$ cat src/rtl/core/aad_pkg.sv
// shared constants, codes and types of the area averaging downsampler
package aad_pkg;

  localparam int MAX_LENGTH  = 4096;
  localparam int SAMPLE_BITS = 16;
  localparam int FRAC_BITS   = 16;

  localparam int LEN_W  = 13;
  localparam int BW_W   = 29;
  localparam int WS_W   = 17;
  localparam int AVG_W  = 16;
  localparam int IDX_W  = 12;
  localparam int CFG_W  = BW_W;
  localparam int CIDX_W = 2;
  localparam int CMP_W  = 32;

  localparam int POS_W = $clog2(MAX_LENGTH);
  localparam int CNT_W = POS_W + 1;
  localparam int BE_W  = BW_W + 2;
  localparam int FR_W  = FRAC_BITS + 1;
  localparam int W_W   = FR_W + WS_W - FRAC_BITS;
  localparam int MA_W  = (W_W > FR_W) ? W_W : FR_W;
  localparam int MB_W  = (WS_W > SAMPLE_BITS) ? WS_W : SAMPLE_BITS;
  localparam int MP_W  = MA_W + MB_W;
  localparam int ACC_W = 36;
  localparam int SUM_W = ACC_W + 1;

  localparam int AVG_SHIFT = 16;
  localparam int AQ_W      = SUM_W - AVG_SHIFT;

  localparam logic [FR_W-1:0]        ONE_FRAC   = {1'b1, {FRAC_BITS{1'b0}}};
  localparam logic [FR_W-1:0]        MIN_FRAC   = FR_W'((1 << FRAC_BITS) / 1000);
  localparam logic [MP_W:0]          HALF_POS   = (MP_W + 1)'(1) << (FRAC_BITS - 1);
  localparam logic [SUM_W-1:0]       HALF_AVG   = SUM_W'(1) << (AVG_SHIFT - 1);
  localparam logic [ACC_W-1:0]       ACC_MAX    = {ACC_W{1'b1}};
  localparam logic [SAMPLE_BITS-1:0] SAMPLE_MAX = {SAMPLE_BITS{1'b1}};

  // configuration register indexes
  localparam logic [CIDX_W-1:0] REG_SRC_LEN = 2'd0;
  localparam logic [CIDX_W-1:0] REG_DST_LEN = 2'd1;
  localparam logic [CIDX_W-1:0] REG_BIN_W   = 2'd2;
  localparam logic [CIDX_W-1:0] REG_WSCALE  = 2'd3;

  // shared unit operations
  localparam logic [1:0] OP_NONE   = 2'd0;
  localparam logic [1:0] OP_WEIGHT = 2'd1;
  localparam logic [1:0] OP_MAC    = 2'd2;
  localparam logic [1:0] OP_CLR    = 2'd3;

  typedef struct packed {
    logic [1:0]             op;
    logic [FR_W-1:0]        frac;
    logic [SAMPLE_BITS-1:0] value;
  } mac_cmd_t;

endpackage

$ cat src/rtl/core/aad_mac.sv
// shared multiplier with weight register and saturating accumulator
module aad_mac (
  input  logic                          clk,
  input  logic                          rst_n,
  input  aad_pkg::mac_cmd_t             cmd,
  input  logic [aad_pkg::WS_W-1:0]      weight_scale,
  output logic [aad_pkg::ACC_W-1:0]     acc
);

  logic [aad_pkg::MA_W-1:0]  mul_a;
  logic [aad_pkg::MB_W-1:0]  mul_b;
  logic [aad_pkg::MP_W-1:0]  prod;
  logic [aad_pkg::MP_W:0]    rounded;
  logic [aad_pkg::SUM_W-1:0] sum;
  logic [aad_pkg::W_W-1:0]   w_r;
  logic [aad_pkg::ACC_W-1:0] acc_r;
  logic [aad_pkg::ACC_W-1:0] acc_nxt;

  always_comb begin
    if (cmd.op == aad_pkg::OP_MAC) begin
      mul_a = aad_pkg::MA_W'(w_r);
      mul_b = aad_pkg::MB_W'(cmd.value);
    end else begin
      mul_a = aad_pkg::MA_W'(cmd.frac);
      mul_b = aad_pkg::MB_W'(weight_scale);
    end
  end

  assign prod    = aad_pkg::MP_W'(mul_a) * aad_pkg::MP_W'(mul_b);
  assign rounded = {1'b0, prod} + aad_pkg::HALF_POS;
  assign sum     = {1'b0, acc_r} + aad_pkg::SUM_W'(prod);

  always_comb begin
    case (cmd.op)
      aad_pkg::OP_MAC: acc_nxt = sum[aad_pkg::ACC_W] ? aad_pkg::ACC_MAX
                                                     : sum[aad_pkg::ACC_W-1:0];
      aad_pkg::OP_CLR: acc_nxt = '0;
      default:         acc_nxt = acc_r;
    endcase
  end

  always_ff @(posedge clk) begin
    if (!rst_n) begin
      acc_r <= '0;
    end else begin
      acc_r <= acc_nxt;
    end
  end

  always_ff @(posedge clk) begin
    if (cmd.op == aad_pkg::OP_WEIGHT) begin
      w_r <= rounded[aad_pkg::FRAC_BITS +: aad_pkg::W_W];
    end
  end

  assign acc = acc_r;

endmodule

$ cat src/rtl/core/aad_seq.sv
// sequencer: column position, bin bookkeeping and output register
module aad_seq (
  input  logic                             clk,
  input  logic                             rst_n,
  input  logic                             in_valid,
  output logic                             in_ready,
  input  logic [15:0]                      in_sample,
  input  logic                             in_column_end,
  output logic                             out_valid,
  input  logic                             out_ready,
  output logic [aad_pkg::AVG_W-1:0]        out_average,
  output logic [aad_pkg::IDX_W-1:0]        out_index,
  output logic                             out_last,
  input  logic                             restart,
  input  logic [aad_pkg::CNT_W-1:0]        src_eff,
  input  logic [aad_pkg::CNT_W-1:0]        dst_eff,
  input  logic [aad_pkg::BW_W-1:0]         bw_eff,
  input  logic [aad_pkg::ACC_W-1:0]        acc,
  output aad_pkg::mac_cmd_t                cmd
);

  localparam logic [2:0] S_IDLE = 3'd0;
  localparam logic [2:0] S_WGT  = 3'd1;
  localparam logic [2:0] S_MAC  = 3'd2;
  localparam logic [2:0] S_EMIT = 3'd3;
  localparam logic [2:0] S_FIN  = 3'd4;

  logic [2:0]                        state_r, state_nxt;
  logic [aad_pkg::POS_W-1:0]         pos_r, pos_nxt;
  logic [aad_pkg::BE_W-1:0]          bin_end_r, bin_end_nxt;
  logic [aad_pkg::CNT_W-1:0]         bin_num_r, bin_num_nxt;
  logic [aad_pkg::SAMPLE_BITS-1:0]   value_r, value_nxt;
  logic [aad_pkg::FR_W-1:0]          frac_r, frac_nxt;
  logic [aad_pkg::FR_W-1:0]          tail_r, tail_nxt;
  logic                              end_col_r, end_col_nxt;
  logic                              straddle_r, straddle_nxt;
  logic                              tail_ph_r, tail_ph_nxt;
  logic                              emitted_r, emitted_nxt;
  logic                              out_valid_r, out_valid_nxt;
  logic [aad_pkg::AVG_W-1:0]         out_avg_r, out_avg_nxt;
  logic [aad_pkg::IDX_W-1:0]         out_idx_r, out_idx_nxt;
  logic                              out_last_r, out_last_nxt;

  logic [aad_pkg::BE_W-1:0]          start;
  logic [aad_pkg::BE_W-1:0]          stop;
  logic                              straddle;
  logic [aad_pkg::FR_W-1:0]          head_frac;
  logic [aad_pkg::FR_W-1:0]          tail;
  logic                              end_col;
  logic                              bins_open;
  logic                              slot_free;
  logic [aad_pkg::CNT_W-1:0]         bin_num_inc;
  logic [aad_pkg::SUM_W-1:0]         avg_sum;
  logic [aad_pkg::AQ_W-1:0]          avg_q;
  logic [aad_pkg::SAMPLE_BITS-1:0]   avg_sat;

  assign start     = aad_pkg::BE_W'({pos_r, {aad_pkg::FRAC_BITS{1'b0}}});
  assign stop      = start + aad_pkg::BE_W'(aad_pkg::ONE_FRAC);
  assign straddle  = !(stop < bin_end_r);
  assign head_frac = straddle ? aad_pkg::FR_W'(bin_end_r - start) : aad_pkg::ONE_FRAC;
  assign tail      = aad_pkg::FR_W'(stop - bin_end_r);
  assign end_col   = in_column_end ||
                     (({1'b0, pos_r} + aad_pkg::CNT_W'(1)) >= src_eff);
  assign bins_open   = bin_num_r < dst_eff;
  assign slot_free   = !out_valid_r || out_ready;
  assign bin_num_inc = bin_num_r + aad_pkg::CNT_W'(1);

  // round to Q16.0 and saturate
  assign avg_sum = {1'b0, acc} + aad_pkg::HALF_AVG;
  assign avg_q   = avg_sum[aad_pkg::SUM_W-1:aad_pkg::AVG_SHIFT];
  assign avg_sat = (avg_q > aad_pkg::AQ_W'(aad_pkg::SAMPLE_MAX)) ? aad_pkg::SAMPLE_MAX
                 : avg_q[aad_pkg::SAMPLE_BITS-1:0];

  always_comb begin
    state_nxt     = state_r;
    pos_nxt       = pos_r;
    bin_end_nxt   = bin_end_r;
    bin_num_nxt   = bin_num_r;
    value_nxt     = value_r;
    frac_nxt      = frac_r;
    tail_nxt      = tail_r;
    end_col_nxt   = end_col_r;
    straddle_nxt  = straddle_r;
    tail_ph_nxt   = tail_ph_r;
    emitted_nxt   = emitted_r;
    out_valid_nxt = out_valid_r && !out_ready;
    out_avg_nxt   = out_avg_r;
    out_idx_nxt   = out_idx_r;
    out_last_nxt  = out_last_r;
    cmd.op        = aad_pkg::OP_NONE;
    cmd.frac      = frac_r;
    cmd.value     = value_r;

    case (state_r)
      S_IDLE: begin
        if (in_valid) begin
          value_nxt    = in_sample[aad_pkg::SAMPLE_BITS-1:0];
          end_col_nxt  = end_col;
          straddle_nxt = straddle;
          frac_nxt     = head_frac;
          tail_nxt     = tail;
          tail_ph_nxt  = 1'b0;
          emitted_nxt  = 1'b0;
          if (!bins_open) begin
            state_nxt = S_FIN;
          end else if (head_frac > aad_pkg::MIN_FRAC) begin
            state_nxt = S_WGT;
          end else if (straddle) begin
            state_nxt = S_EMIT;
          end else begin
            state_nxt = S_FIN;
          end
        end
      end
      S_WGT: begin
        cmd.op    = aad_pkg::OP_WEIGHT;
        state_nxt = S_MAC;
      end
      S_MAC: begin
        cmd.op = aad_pkg::OP_MAC;
        if (tail_ph_r || !straddle_r) begin
          state_nxt = S_FIN;
        end else begin
          state_nxt = S_EMIT;
        end
      end
      S_EMIT: begin
        if (slot_free) begin
          out_valid_nxt = 1'b1;
          out_avg_nxt   = aad_pkg::AVG_W'(avg_sat);
          out_idx_nxt   = bin_num_r[aad_pkg::IDX_W-1:0];
          out_last_nxt  = (bin_num_inc == dst_eff) || end_col_r;
          cmd.op        = aad_pkg::OP_CLR;
          bin_num_nxt   = bin_num_inc;
          bin_end_nxt   = bin_end_r + aad_pkg::BE_W'(bw_eff);
          emitted_nxt   = 1'b1;
          // the part past the bin end opens the next bin
          if ((bin_num_inc < dst_eff) && (tail_r > aad_pkg::MIN_FRAC)) begin
            frac_nxt    = tail_r;
            tail_ph_nxt = 1'b1;
            state_nxt   = S_WGT;
          end else begin
            state_nxt = S_FIN;
          end
        end
      end
      S_FIN: begin
        if (end_col_r && !emitted_r && bins_open) begin
          // flush the open bin at column end
          if (slot_free) begin
            out_valid_nxt = 1'b1;
            out_avg_nxt   = aad_pkg::AVG_W'(avg_sat);
            out_idx_nxt   = bin_num_r[aad_pkg::IDX_W-1:0];
            out_last_nxt  = 1'b1;
            cmd.op        = aad_pkg::OP_CLR;
            pos_nxt       = '0;
            bin_end_nxt   = aad_pkg::BE_W'(bw_eff);
            bin_num_nxt   = '0;
            state_nxt     = S_IDLE;
          end
        end else begin
          if (end_col_r) begin
            cmd.op      = aad_pkg::OP_CLR;
            pos_nxt     = '0;
            bin_end_nxt = aad_pkg::BE_W'(bw_eff);
            bin_num_nxt = '0;
          end else begin
            pos_nxt = pos_r + aad_pkg::POS_W'(1);
          end
          state_nxt = S_IDLE;
        end
      end
      default: begin
        state_nxt = S_IDLE;
      end
    endcase

    if (restart) begin
      cmd.op      = aad_pkg::OP_CLR;
      pos_nxt     = '0;
      bin_end_nxt = aad_pkg::BE_W'(bw_eff);
      bin_num_nxt = '0;
      state_nxt   = S_IDLE;
    end
  end

  always_ff @(posedge clk) begin
    if (!rst_n) begin
      state_r     <= S_IDLE;
      pos_r       <= '0;
      bin_end_r   <= aad_pkg::BE_W'(aad_pkg::ONE_FRAC);
      bin_num_r   <= '0;
      end_col_r   <= 1'b0;
      straddle_r  <= 1'b0;
      tail_ph_r   <= 1'b0;
      emitted_r   <= 1'b0;
      out_valid_r <= 1'b0;
    end else begin
      state_r     <= state_nxt;
      pos_r       <= pos_nxt;
      bin_end_r   <= bin_end_nxt;
      bin_num_r   <= bin_num_nxt;
      end_col_r   <= end_col_nxt;
      straddle_r  <= straddle_nxt;
      tail_ph_r   <= tail_ph_nxt;
      emitted_r   <= emitted_nxt;
      out_valid_r <= out_valid_nxt;
    end
  end

  always_ff @(posedge clk) begin
    value_r    <= value_nxt;
    frac_r     <= frac_nxt;
    tail_r     <= tail_nxt;
    out_avg_r  <= out_avg_nxt;
    out_idx_r  <= out_idx_nxt;
    out_last_r <= out_last_nxt;
  end

  assign in_ready    = (state_r == S_IDLE);
  assign out_valid   = out_valid_r;
  assign out_average = out_avg_r;
  assign out_index   = out_idx_r;
  assign out_last    = out_last_r;

endmodule

$ cat src/rtl/core/area_average_downsampler.sv
// top level of the one-dimensional area averaging downsampler
//
// Source samples of one column enter on the in_ valid/ready channel, one
// transaction each, with in_column_end on the last sample of the column.
// Each finished output bin leaves on the out_ valid/ready channel with its
// bin index and out_last on the final bin of the column.
// A sample that falls inside one bin is accepted, weighted and closed out;
// one that straddles a bin end gets a head part, a result and a tail part.
// Each weighted part uses the single shared multiplier twice, once for the
// weight and once for weight times sample; in_ready is high only while the
// sequencer is idle.
// A result sits in the output register; the next sample is still accepted
// while it waits, and the sequencer only holds when a second result is due
// before out_ready takes the first.
// Configuration writes on cfg_we take effect at once and restart the column.
// Synchronous reset loads the register defaults and restarts the column.
module area_average_downsampler (
  input  logic                              clk,
  input  logic                              rst_n,
  input  logic                              in_valid,
  output logic                              in_ready,
  input  logic [15:0]                       in_sample,
  input  logic                              in_column_end,
  output logic                              out_valid,
  input  logic                              out_ready,
  output logic [15:0]                       out_average,
  output logic [11:0]                       out_index,
  output logic                              out_last,
  input  logic                              cfg_we,
  input  logic [aad_pkg::CIDX_W-1:0]        cfg_index,
  input  logic [aad_pkg::CFG_W-1:0]         cfg_wdata
);

  logic [aad_pkg::LEN_W-1:0] src_len_r, src_len_nxt;
  logic [aad_pkg::LEN_W-1:0] dst_len_r, dst_len_nxt;
  logic [aad_pkg::BW_W-1:0]  bin_w_r, bin_w_nxt;
  logic [aad_pkg::WS_W-1:0]  wscale_r, wscale_nxt;

  logic [aad_pkg::CNT_W-1:0] src_eff;
  logic [aad_pkg::CNT_W-1:0] dst_eff;
  logic [aad_pkg::BW_W-1:0]  bw_eff;
  logic [aad_pkg::ACC_W-1:0] acc;
  aad_pkg::mac_cmd_t         cmd;

  always_comb begin
    src_len_nxt = src_len_r;
    dst_len_nxt = dst_len_r;
    bin_w_nxt   = bin_w_r;
    wscale_nxt  = wscale_r;
    if (cfg_we) begin
      case (cfg_index)
        aad_pkg::REG_SRC_LEN: src_len_nxt = cfg_wdata[aad_pkg::LEN_W-1:0];
        aad_pkg::REG_DST_LEN: dst_len_nxt = cfg_wdata[aad_pkg::LEN_W-1:0];
        aad_pkg::REG_BIN_W:   bin_w_nxt   = cfg_wdata[aad_pkg::BW_W-1:0];
        aad_pkg::REG_WSCALE:  wscale_nxt  = cfg_wdata[aad_pkg::WS_W-1:0];
        default:              src_len_nxt = src_len_r;
      endcase
    end
  end

  always_ff @(posedge clk) begin
    if (!rst_n) begin
      src_len_r <= aad_pkg::LEN_W'(1);
      dst_len_r <= aad_pkg::LEN_W'(1);
      bin_w_r   <= aad_pkg::BW_W'(aad_pkg::ONE_FRAC);
      wscale_r  <= aad_pkg::WS_W'(aad_pkg::ONE_FRAC);
    end else begin
      src_len_r <= src_len_nxt;
      dst_len_r <= dst_len_nxt;
      bin_w_r   <= bin_w_nxt;
      wscale_r  <= wscale_nxt;
    end
  end

  // effective lengths and bin width, taken from the values being written
  always_comb begin
    if (src_len_nxt == '0) begin
      src_eff = aad_pkg::CNT_W'(1);
    end else if (aad_pkg::CMP_W'(src_len_nxt) > aad_pkg::CMP_W'(aad_pkg::MAX_LENGTH)) begin
      src_eff = aad_pkg::CNT_W'(aad_pkg::MAX_LENGTH);
    end else begin
      src_eff = aad_pkg::CNT_W'(src_len_nxt);
    end

    if (dst_len_nxt == '0) begin
      dst_eff = aad_pkg::CNT_W'(1);
    end else if (aad_pkg::CMP_W'(dst_len_nxt) > aad_pkg::CMP_W'(src_eff)) begin
      dst_eff = src_eff;
    end else begin
      dst_eff = aad_pkg::CNT_W'(dst_len_nxt);
    end

    if (bin_w_nxt < aad_pkg::BW_W'(aad_pkg::ONE_FRAC)) begin
      bw_eff = aad_pkg::BW_W'(aad_pkg::ONE_FRAC);
    end else begin
      bw_eff = bin_w_nxt;
    end
  end

  aad_seq u_seq (
    .clk           (clk),
    .rst_n         (rst_n),
    .in_valid      (in_valid),
    .in_ready      (in_ready),
    .in_sample     (in_sample),
    .in_column_end (in_column_end),
    .out_valid     (out_valid),
    .out_ready     (out_ready),
    .out_average   (out_average),
    .out_index     (out_index),
    .out_last      (out_last),
    .restart       (cfg_we),
    .src_eff       (src_eff),
    .dst_eff       (dst_eff),
    .bw_eff        (bw_eff),
    .acc           (acc),
    .cmd           (cmd)
  );

  aad_mac u_mac (
    .clk          (clk),
    .rst_n        (rst_n),
    .cmd          (cmd),
    .weight_scale (wscale_r),
    .acc          (acc)
  );

  // a sample is never followed by another in the next cycle
  a_one_at_a_time: assert property (@(posedge clk) disable iff (!rst_n)
    in_valid && in_ready && !cfg_we |=> !in_ready)
    else $error("sequencer accepted back-to-back samples");

  // a configuration write leaves an empty accumulator
  a_restart_clears: assert property (@(posedge clk) disable iff (!rst_n)
    cfg_we |=> acc == '0)
    else $error("accumulator not cleared on restart");

  // the block is idle right after reset
  a_reset_idle: assert property (@(posedge clk)
    !rst_n |=> in_ready && !out_valid)
    else $error("block not idle after reset");

endmodule

$ cat config.mk
export PLATFORM = sky130hd
export DESIGN_NAME = area_average_downsampler
export DESIGN_NICKNAME = d
export VERILOG_FILES = /design/src/rtl/core/aad_pkg.sv /design/src/rtl/core/aad_mac.sv /design/src/rtl/core/aad_seq.sv /design/src/rtl/core/area_average_downsampler.sv
export SDC_FILE = /design/constraint.sdc
export NUM_CORES = 2
export LEC_CHECK = 0
export BUFFER_PORTS_ARGS = -buffer_cell sky130_fd_sc_hd__buf_2
export CAP_MARGIN = 20
export CORE_ASPECT_RATIO = 0.5
export CORE_MARGIN = 2
export CORE_UTILIZATION = 66
export CTS_BUF_LIST = sky130_fd_sc_hd__clkbuf_4
export DETAILED_ROUTE_END_ITERATION = 6
export PLACE_DENSITY = 0.84
export SETUP_SLACK_MARGIN = 0.1
export SYNTH_ARGS = -nofsm -noshare
export SYNTH_HDL_FRONTEND = slang
export SYNTH_SLANG_ARGS = --single-unit
$ cat constraint.sdc
create_clock -name clk -period 20.7 [get_ports clk]
set_input_delay 5.175 -clock clk [delete_from_list [all_inputs] [get_ports clk]]
set_output_delay 5.175 -clock clk [all_outputs]
set_load 0.005 [all_outputs]
After elaboration in Yosys (flattened, before gate mapping)
Index checks and enable logic that the tools add are counted.
{"block": "classes", "shifts": 0, "magnitude_cmp": 10, "n_bitwise": 1, "mux": 68, "eq_ne": 22, "reduce_logical": 32, "multipliers": 1, "n_addsub": 10, "n_div": 0}
{"op": "$mux W13", "count": 12}
{"op": "$mux W31", "count": 4}
{"op": "$mux W29", "count": 4}
{"op": "$mux W17", "count": 5}
{"op": "$pmux W36 S2", "count": 1}
{"op": "$pmux W31 S2", "count": 1}
{"op": "$mux W12", "count": 5}
{"op": "$mux W16", "count": 3}
{"op": "$add A36 B16 Y37 const B", "count": 1}
{"op": "$add A36 B35 Y37", "count": 1}
{"op": "$mux W36", "count": 1}
{"op": "$mul A18 B17 Y35", "count": 1}
{"op": "$add A34 B16 Y34 const B", "count": 1}
{"op": "$gt A17 B7 Y1 const B", "count": 2}
{"op": "$pmux W17 S2", "count": 1}
{"op": "$sub A17 B17 Y17", "count": 2}
{"op": "$pmux W16 S2", "count": 1}
{"op": "$add A31 B29 Y31", "count": 1}
{"op": "$lt A29 B31 Y1", "count": 1}
{"op": "$add A28 B17 Y29 const B", "count": 1}
{"op": "$lt A29 B17 Y1 const B", "count": 1}
{"op": "$mux W3", "count": 9}
{"op": "$logic_not A13 Y1", "count": 2}
{"op": "$lt A13 B13 Y1", "count": 2}
{"op": "39 further kinds", "count": 81}
{"block": "totals", "inputBits": 53, "ram_bits": 0, "latch_bits": 0, "memories": 0, "reg_bits": 269, "rom_bits": 0, "word_cells": 166}

Longest topological paths before layout
{"block": "logic_depth", "word_depth": 20, "mapped_depth": 69, "depth_no_buf": 63}

Cells and area by module
A second synthesis with hierarchy kept.
{"block": "unflattened", "cells_unflattened": 3215, "hier_area_um2": 27441.3}
{"mod": "aad_mac", "cells_per_inst": 1802, "instances": 1, "area_each_um2": 14681.6}
{"mod": "aad_seq", "cells_per_inst": 1011, "instances": 1, "area_each_um2": 9177.6}
{"mod": "area_average_downsampler", "cells_per_inst": 402, "instances": 1, "area_each_um2": 3582.2}

Least setup slack after synthesis
Ideal clock, no wire load.
{"block": "synth_path", "path_type": "input port to flip-flop", "startpoint": "input cfg_we", "endpoint": "register u_mac.acc_r, in the netlist u_mac.acc[34]", "path_stages": 64, "arrival_ns": 19.067, "slack_ns": 1.508, "path_cell_list": "clkbuf_1 nor3b_2 mux2_2 nor4_1 nand2_1 nor4_1 xnor2_1 or2_2 ha_1 nor2b_1 o21a_1 o21a_1 o21a_1 o21a_1 o21ai_0 a21oi_1 o221ai_1 a21oi_1 [28 not listed] nand2_1 a211oi_1 o31ai_1 a21o_1 a21oi_1 xnor2_1 ha_1 nor2b_1 o21ai_0 nand2b_1 a211oi_1 o31ai_1 o311ai_1 a21boi_0 o21a_1 buf_4 nor2_1 a21oi_1"}
{"block": "synth_between", "elab_chain_len": 18}
{"element": "start, declared", "line_no": "area_average_downsampler.sv:29", "rtl": "input logic cfg_we,"}
{"element": "$mux W13", "line_no": "area_average_downsampler.sv:50", "rtl": "if (cfg_we) begin"}
{"element": "$gt A13 B13 Y1", "line_no": "area_average_downsampler.sv:79", "rtl": "end else if (aad_pkg::CMP_W'(src_len_nxt) > aad_pkg::CMP_W'(aad_pkg::MAX_LENGTH)) begin"}
{"element": "$mux W13", "line_no": "area_average_downsampler.sv:79"}
{"element": "$mux W13", "line_no": "area_average_downsampler.sv:77", "rtl": "if (src_len_nxt == '0) begin"}
{"element": "$gt A13 B13 Y1", "line_no": "area_average_downsampler.sv:87", "rtl": "end else if (aad_pkg::CMP_W'(dst_len_nxt) > aad_pkg::CMP_W'(src_eff)) begin"}
{"element": "$mux W13", "line_no": "area_average_downsampler.sv:87"}
{"element": "$mux W13", "line_no": "area_average_downsampler.sv:85", "rtl": "if (dst_len_nxt == '0) begin"}
{"element": "$lt A13 B13 Y1", "line_no": "aad_seq.sv:64", "rtl": "assign bins_open = bin_num_r < dst_eff;"}
{"element": "[2 not listed]"}
{"element": "$pmux W2 S4", "line_no": "aad_seq.sv:94", "rtl": "case (state_r)"}
{"element": "$mux W2 (*)", "line_no": "aad_seq.sv:178", "rtl": "if (restart) begin"}
{"element": "$eq A2 B2 Y1", "line_no": "aad_mac.sv:20, aad_mac.sv:34"}
{"element": "$mux W18 or $mux W17 (tied branches)", "line_no": "aad_mac.sv:20", "rtl": "if (cmd.op == aad_pkg::OP_MAC) begin"}
{"element": "$mul A18 B17 Y35", "line_no": "aad_mac.sv:29", "rtl": "assign prod = aad_pkg::MP_W'(mul_a) * aad_pkg::MP_W'(mul_b);"}
{"element": "$add A36 B35 Y37", "line_no": "aad_mac.sv:31", "rtl": "assign sum = {1'b0, acc_r} + aad_pkg::SUM_W'(prod);"}
{"element": "$mux W36", "line_no": "aad_mac.sv:35", "rtl": "aad_pkg::OP_MAC: acc_nxt = sum[aad_pkg::ACC_W] ? aad_pkg::ACC_MAX"}
{"element": "$pmux W36 S2", "line_no": "aad_mac.sv:34", "rtl": "case (cmd.op)"}
{"element": "end signal, assigned", "line_no": "aad_mac.sv:46", "rtl": "acc_r <= acc_nxt;"}
{"element": "end, declared", "line_no": "aad_mac.sv:16", "rtl": "logic [aad_pkg::ACC_W-1:0] acc_r;"}
Mark *: on every way between the ends. The rest lies on a longest branch, timed or not.
A chain may end at the register's enable or synchronous reset.

Worst setup path after layout
{"block": "layout_path", "startpoint": "input cfg_index[1] in the netlist's numbering", "endpoint": "register u_mac.acc_r, in the netlist u_mac.acc[17]"}
{"block": "layout_between", "elab_chain_len": 20}
{"element": "start, declared", "line_no": "area_average_downsampler.sv:30", "rtl": "input logic [aad_pkg::CIDX_W-1:0] cfg_index,"}
{"element": "$logic_not A2 Y1", "line_no": "area_average_downsampler.sv:51", "rtl": "case (cfg_index)"}
{"element": "$mux W13", "line_no": "area_average_downsampler.sv:51"}
{"element": "$mux W13", "line_no": "area_average_downsampler.sv:50"}
{"element": "$gt A13 B13 Y1", "line_no": "area_average_downsampler.sv:79"}
{"element": "$mux W13", "line_no": "area_average_downsampler.sv:79"}
{"element": "$mux W13", "line_no": "area_average_downsampler.sv:77"}
{"element": "$gt A13 B13 Y1", "line_no": "area_average_downsampler.sv:87"}
{"element": "$mux W13", "line_no": "area_average_downsampler.sv:87"}
{"element": "[4 not listed]"}
{"element": "$pmux W2 S4 (*)", "line_no": "aad_seq.sv:94"}
{"element": "$mux W2 (*)", "line_no": "aad_seq.sv:178"}
{"element": "$eq A2 B2 Y1", "line_no": "aad_mac.sv:20, aad_mac.sv:34"}
{"element": "$mux W18 or $mux W17 (tied branches)", "line_no": "aad_mac.sv:20"}
{"element": "$mul A18 B17 Y35", "line_no": "aad_mac.sv:29"}
{"element": "$add A36 B35 Y37", "line_no": "aad_mac.sv:31"}
{"element": "$mux W36", "line_no": "aad_mac.sv:35"}
{"element": "$pmux W36 S2", "line_no": "aad_mac.sv:34"}
Marked as above.

==> metrics.md <==
| Metric | Value |
|---|---|
| First-pass iteration count of the detailed router | 6 |
| Largest net degree at the start of global routing | 98 |
| Cells after synthesis | 3,067 |
| Max Fanout on Critical Path | 31 |
| Fmax | 50.6 MHz |
| Initial drt markers | 2,255 |
| Max IR drop VDD | 0.0534 mV |
| GR Overflow Total | 0 |
| CP startpoint kind | primary input |
| Comb pwr share | 32.4% |
| Switch share | 35.9% |
| Die Y | 147 microns |
| Core footprint | 40,400 sq um |
| Vias in the first global route | 21,900 |
| Hold path endpoint | u_mac.acc[10] |
| PortBufs | 83 |
| Sequential Power Share | 37.2% |
| Final Hold Fails | 0 |
| HP Class | reg2reg |
| FP Rows | 52 |
| Clock network power share | 30.4% |
| Leak Pwr | 14.1 nW |
| Sequential fraction of the synthesis area | 23.5% |
| Final cell count without fillers | 3,758 |
| Reg2reg start | src_len_r[7] |
| Root buf cell | clkbuf_4 |
| Top FF cell, synth | dfxtp_1 |
| Seq cells post-synth | 269 |
| Vias | 22,600 |
| Dpl hpwl | 56,200 microns |
| DRC | 0 |
| Post-synthesis cell area | 27,000 sq um |
| Worst path required time | 21,270 ps |
| Worst Setup SP | cfg_index[1] |
| CTS Buffer Depth | 3 |
| Slew Viols, Final | 0 |
| Filler cells | 3,077 |
| Die ar. | 42,700 sq um |
| Max capacitance violation total | 0 |
| Final min period | 19,760 ps |
| Post-Place Cells | 3,631 |
| Top-Level Pins | 84 |
| Status | complete, no violations |
| Setup violators final | 0 |
| Antenna violations before repair | 4 |
| TritonCTS clock tree | yes |
| Initial Utilization | 66.9% |
| Critical-path top delay cell | fa_1 |
| Clk sink count | 269 |
| Arrival time at the worst endpoint | 20,330 ps |
| Psw | 0.000578 W |
| Final setup TNS | 0 ps |
| Share of layout cells above drive strength 1 | 10.4% |
| Internal | 0.00103 W |
| WHS Path Cells | 2 |
| Reg2reg setup slack | 5200 ps |
| CTS clk-pin slew, worst paths | 70 ps |
| Cells on worst reg2reg path | 61 |
| Fin nets | 3,703 |
| Commonest non-fill, non-tap cell in the layout | nand2_1 |
| HP Start | u_mac.acc[10] |
| Number of flops mapped to enable cells by yosys | 97 |
| WL/cell | 18.9 microns |
| Routed Antenna Nets | 0 |
| Number of buffers created by CTS | 67 |
| Met2 WL | 32,200 microns |
| Power Density | 55.5 nW/um^2 |
| Register Area | 6360 sq um |
| GRT Overall Usage | 33.6% |
| Syn avg cell area | 8.81 sq um |
| Vias per cell | 6.02 |
| Synth unique cells | 82 |
| Crit Path Category | in2reg |
| Wire length on met3 | 6840 microns |
| WL final | 71,200 microns |
| Crit end category | register |
| Most frequent cells in the layout | nand2_1 (400), inv_1 (388), nor2_1 (261), ha_1 (245), fa_1 (241) |
| Slowest stage delay, CP | 570 ps |
| Die W | 290 microns |
| Mapped Nets | 3,606 |
| First-pass GRT wire length | 114,000 microns |
| # H-tree levels | 3 |
| Final Cell Area | 29,000 sq um |
| Async S/R FF share, synth | 0% |
| FF-to-FF End | u_mac.acc[17] |
| Actual slew at the worst max-slew pin | 1080 ps |
| Worst Skew | 88.6 ps |
| Max layer used | met5 |
| RD Place Congestion | 1.04 |
| Placed Area | 28,000 sq um |
| WHS | 447 ps |
| Yosys warnings | 0 |
| Area of the multi-input gates | 18,800 sq um |
| Worst-Skew Late Latency | 800 ps |
| DRT met1 WL | 28,700 microns |
| Fin crit share | 95.4% |
| Layout area overhead | 7.28% |
| Worst relative slew slack | 28.2% |
| RSZ-0062 raised after global routing | no |
per-layer routing:
layer  track usage, %  vias to the layer above
met5                0                        -
met4             16.1                        4
met3             7.14                      234
met2             53.8                     1109
met1             44.1                    10800
li1                 -                    10500
synthesized netlist by cell type, types with 24 or more instances:
cell      number  area share (%)
a21o_1        56             1.6
a21oi_1      156             2.9
and2_1        38            0.88
and3_1        40            0.93
clkbuf_1      69            0.96
dfxtp_1      172              13
edfxtp_1      97              11
fa_1         241              18
ha_1         245              11
inv_1        388             5.4
mux2_2        27             1.1
mux2i_1       63             2.3
nand2_1      400             5.6
nand2b_1      33            0.76
nand3_1       42            0.78
nand4_1       29            0.67
nor2_1       263             3.7
nor2b_1       59             1.4
nor3_1        28            0.52
o21a_1        24            0.67
o21ai_0      129             2.4
xnor2_1       81             2.6
xor2_1        67             2.2
power groups by stage:
stage	clock, W	sequential (W)	combinational (W)
final	0.000490	0.000599	0.000521
after global routing	0.000523	0.000601	0.000580
after CTS	0.000497	0.000598	0.000515
after detailed placement	0	0.000610	0.000510
after global placement	0	0.000609	0.000496
after floorplan	0	0.000600	0.000387
critical path: cells and delay by family:
family	cells	cell delay, ps
buffers and inverters	7	910
XOR/XNOR	2	370
adder cells (fa/ha/maj)	10	4360
multiplexers	2	900
AND/OR/NAND/NOR	12	2810
AO/OA/AOI/OAI	28	5720
sequential cells by signal (all words and copies together), names as in the netlist, 3 cells and up:
| register | flops |
|---|---|
| u_seq.value_r | 16 |
| u_seq.pos_r | 12 |
| u_seq.tail_r | 17 |
| u_seq.frac_r | 17 |
| u_seq.out_average | 16 |
| wscale_r | 17 |
| u_seq.bin_end_r | 31 |
| bin_w_r | 29 |
| u_seq.out_index | 12 |
| u_mac.acc | 36 |
| dst_len_r | 13 |
| u_mac.w_r | 18 |
| u_seq.state_r | 3 |
| u_seq.bin_num_r | 13 |
| src_len_r | 13 |
timing repair:
action | CTS | global route
resized for setup | 0 | 2
hold buffers | 0 | 0
endpoints found under the setup margin | 0 | 23
setup buffers | 0 | 0
cell families (layout without fill, tap and decap cells):
| logic type | count (synthesis) | after routing | share of synthesized area [%] |
|---|---|---|---|
| fa+ha+maj | 486 | 486 | 29.2 |
| mux | 122 | 122 | 5.25 |
| buf+inv | 490 | 639 | 7.13 |
| flops | 269 | 269 | 23.5 |
| simple gates | 1006 | 1006 | 17.2 |
| xor+xnor | 148 | 148 | 4.79 |
| compound gates | 545 | 545 | 13.0 |
| other cells | 1 | 3 | 0.0139 |
metrics by stage:
| step | setup slack, ps | power [W] | util, % |
|---|---|---|---|
| 5_1_grt | 114 | 0.00170 | 71.8 |
| 2_1_floorplan | 1510 | 0.000987 | - |
| 3_3_place_gp | 357 | 0.00110 | 69.3 |
| 4_1_cts | 611 | 0.00161 | 71.6 |
| 3_5_place_dp | -82.4 | 0.00112 | 69.3 |
| 6_report | 945 | 0.00161 | 71.8 |
layout make-up:
cell class	count	share of cell area, %
Multi-Input combinational cell	2308	64.8
Sequential cell	269	21.9
Inverter	388	5.02
Timing Repair Buffer	130	2.83
Clock buffer	102	2.64
Tap cell	540	2.33
Clock inverter	19	0.487
Antenna cell	2	0.0173
worst max-delay path by stage:
stage                                to  slack, ps
after floorplan           u_mac.acc[34]       1510
after global placement    u_mac.acc[34]        360
after detailed placement  u_mac.acc[23]        -80
after CTS                 u_mac.acc[23]        610
after global routing      u_mac.acc[17]        110
final                     u_mac.acc[17]        940
Note: power is estimated with default switching activity, not from simulation.
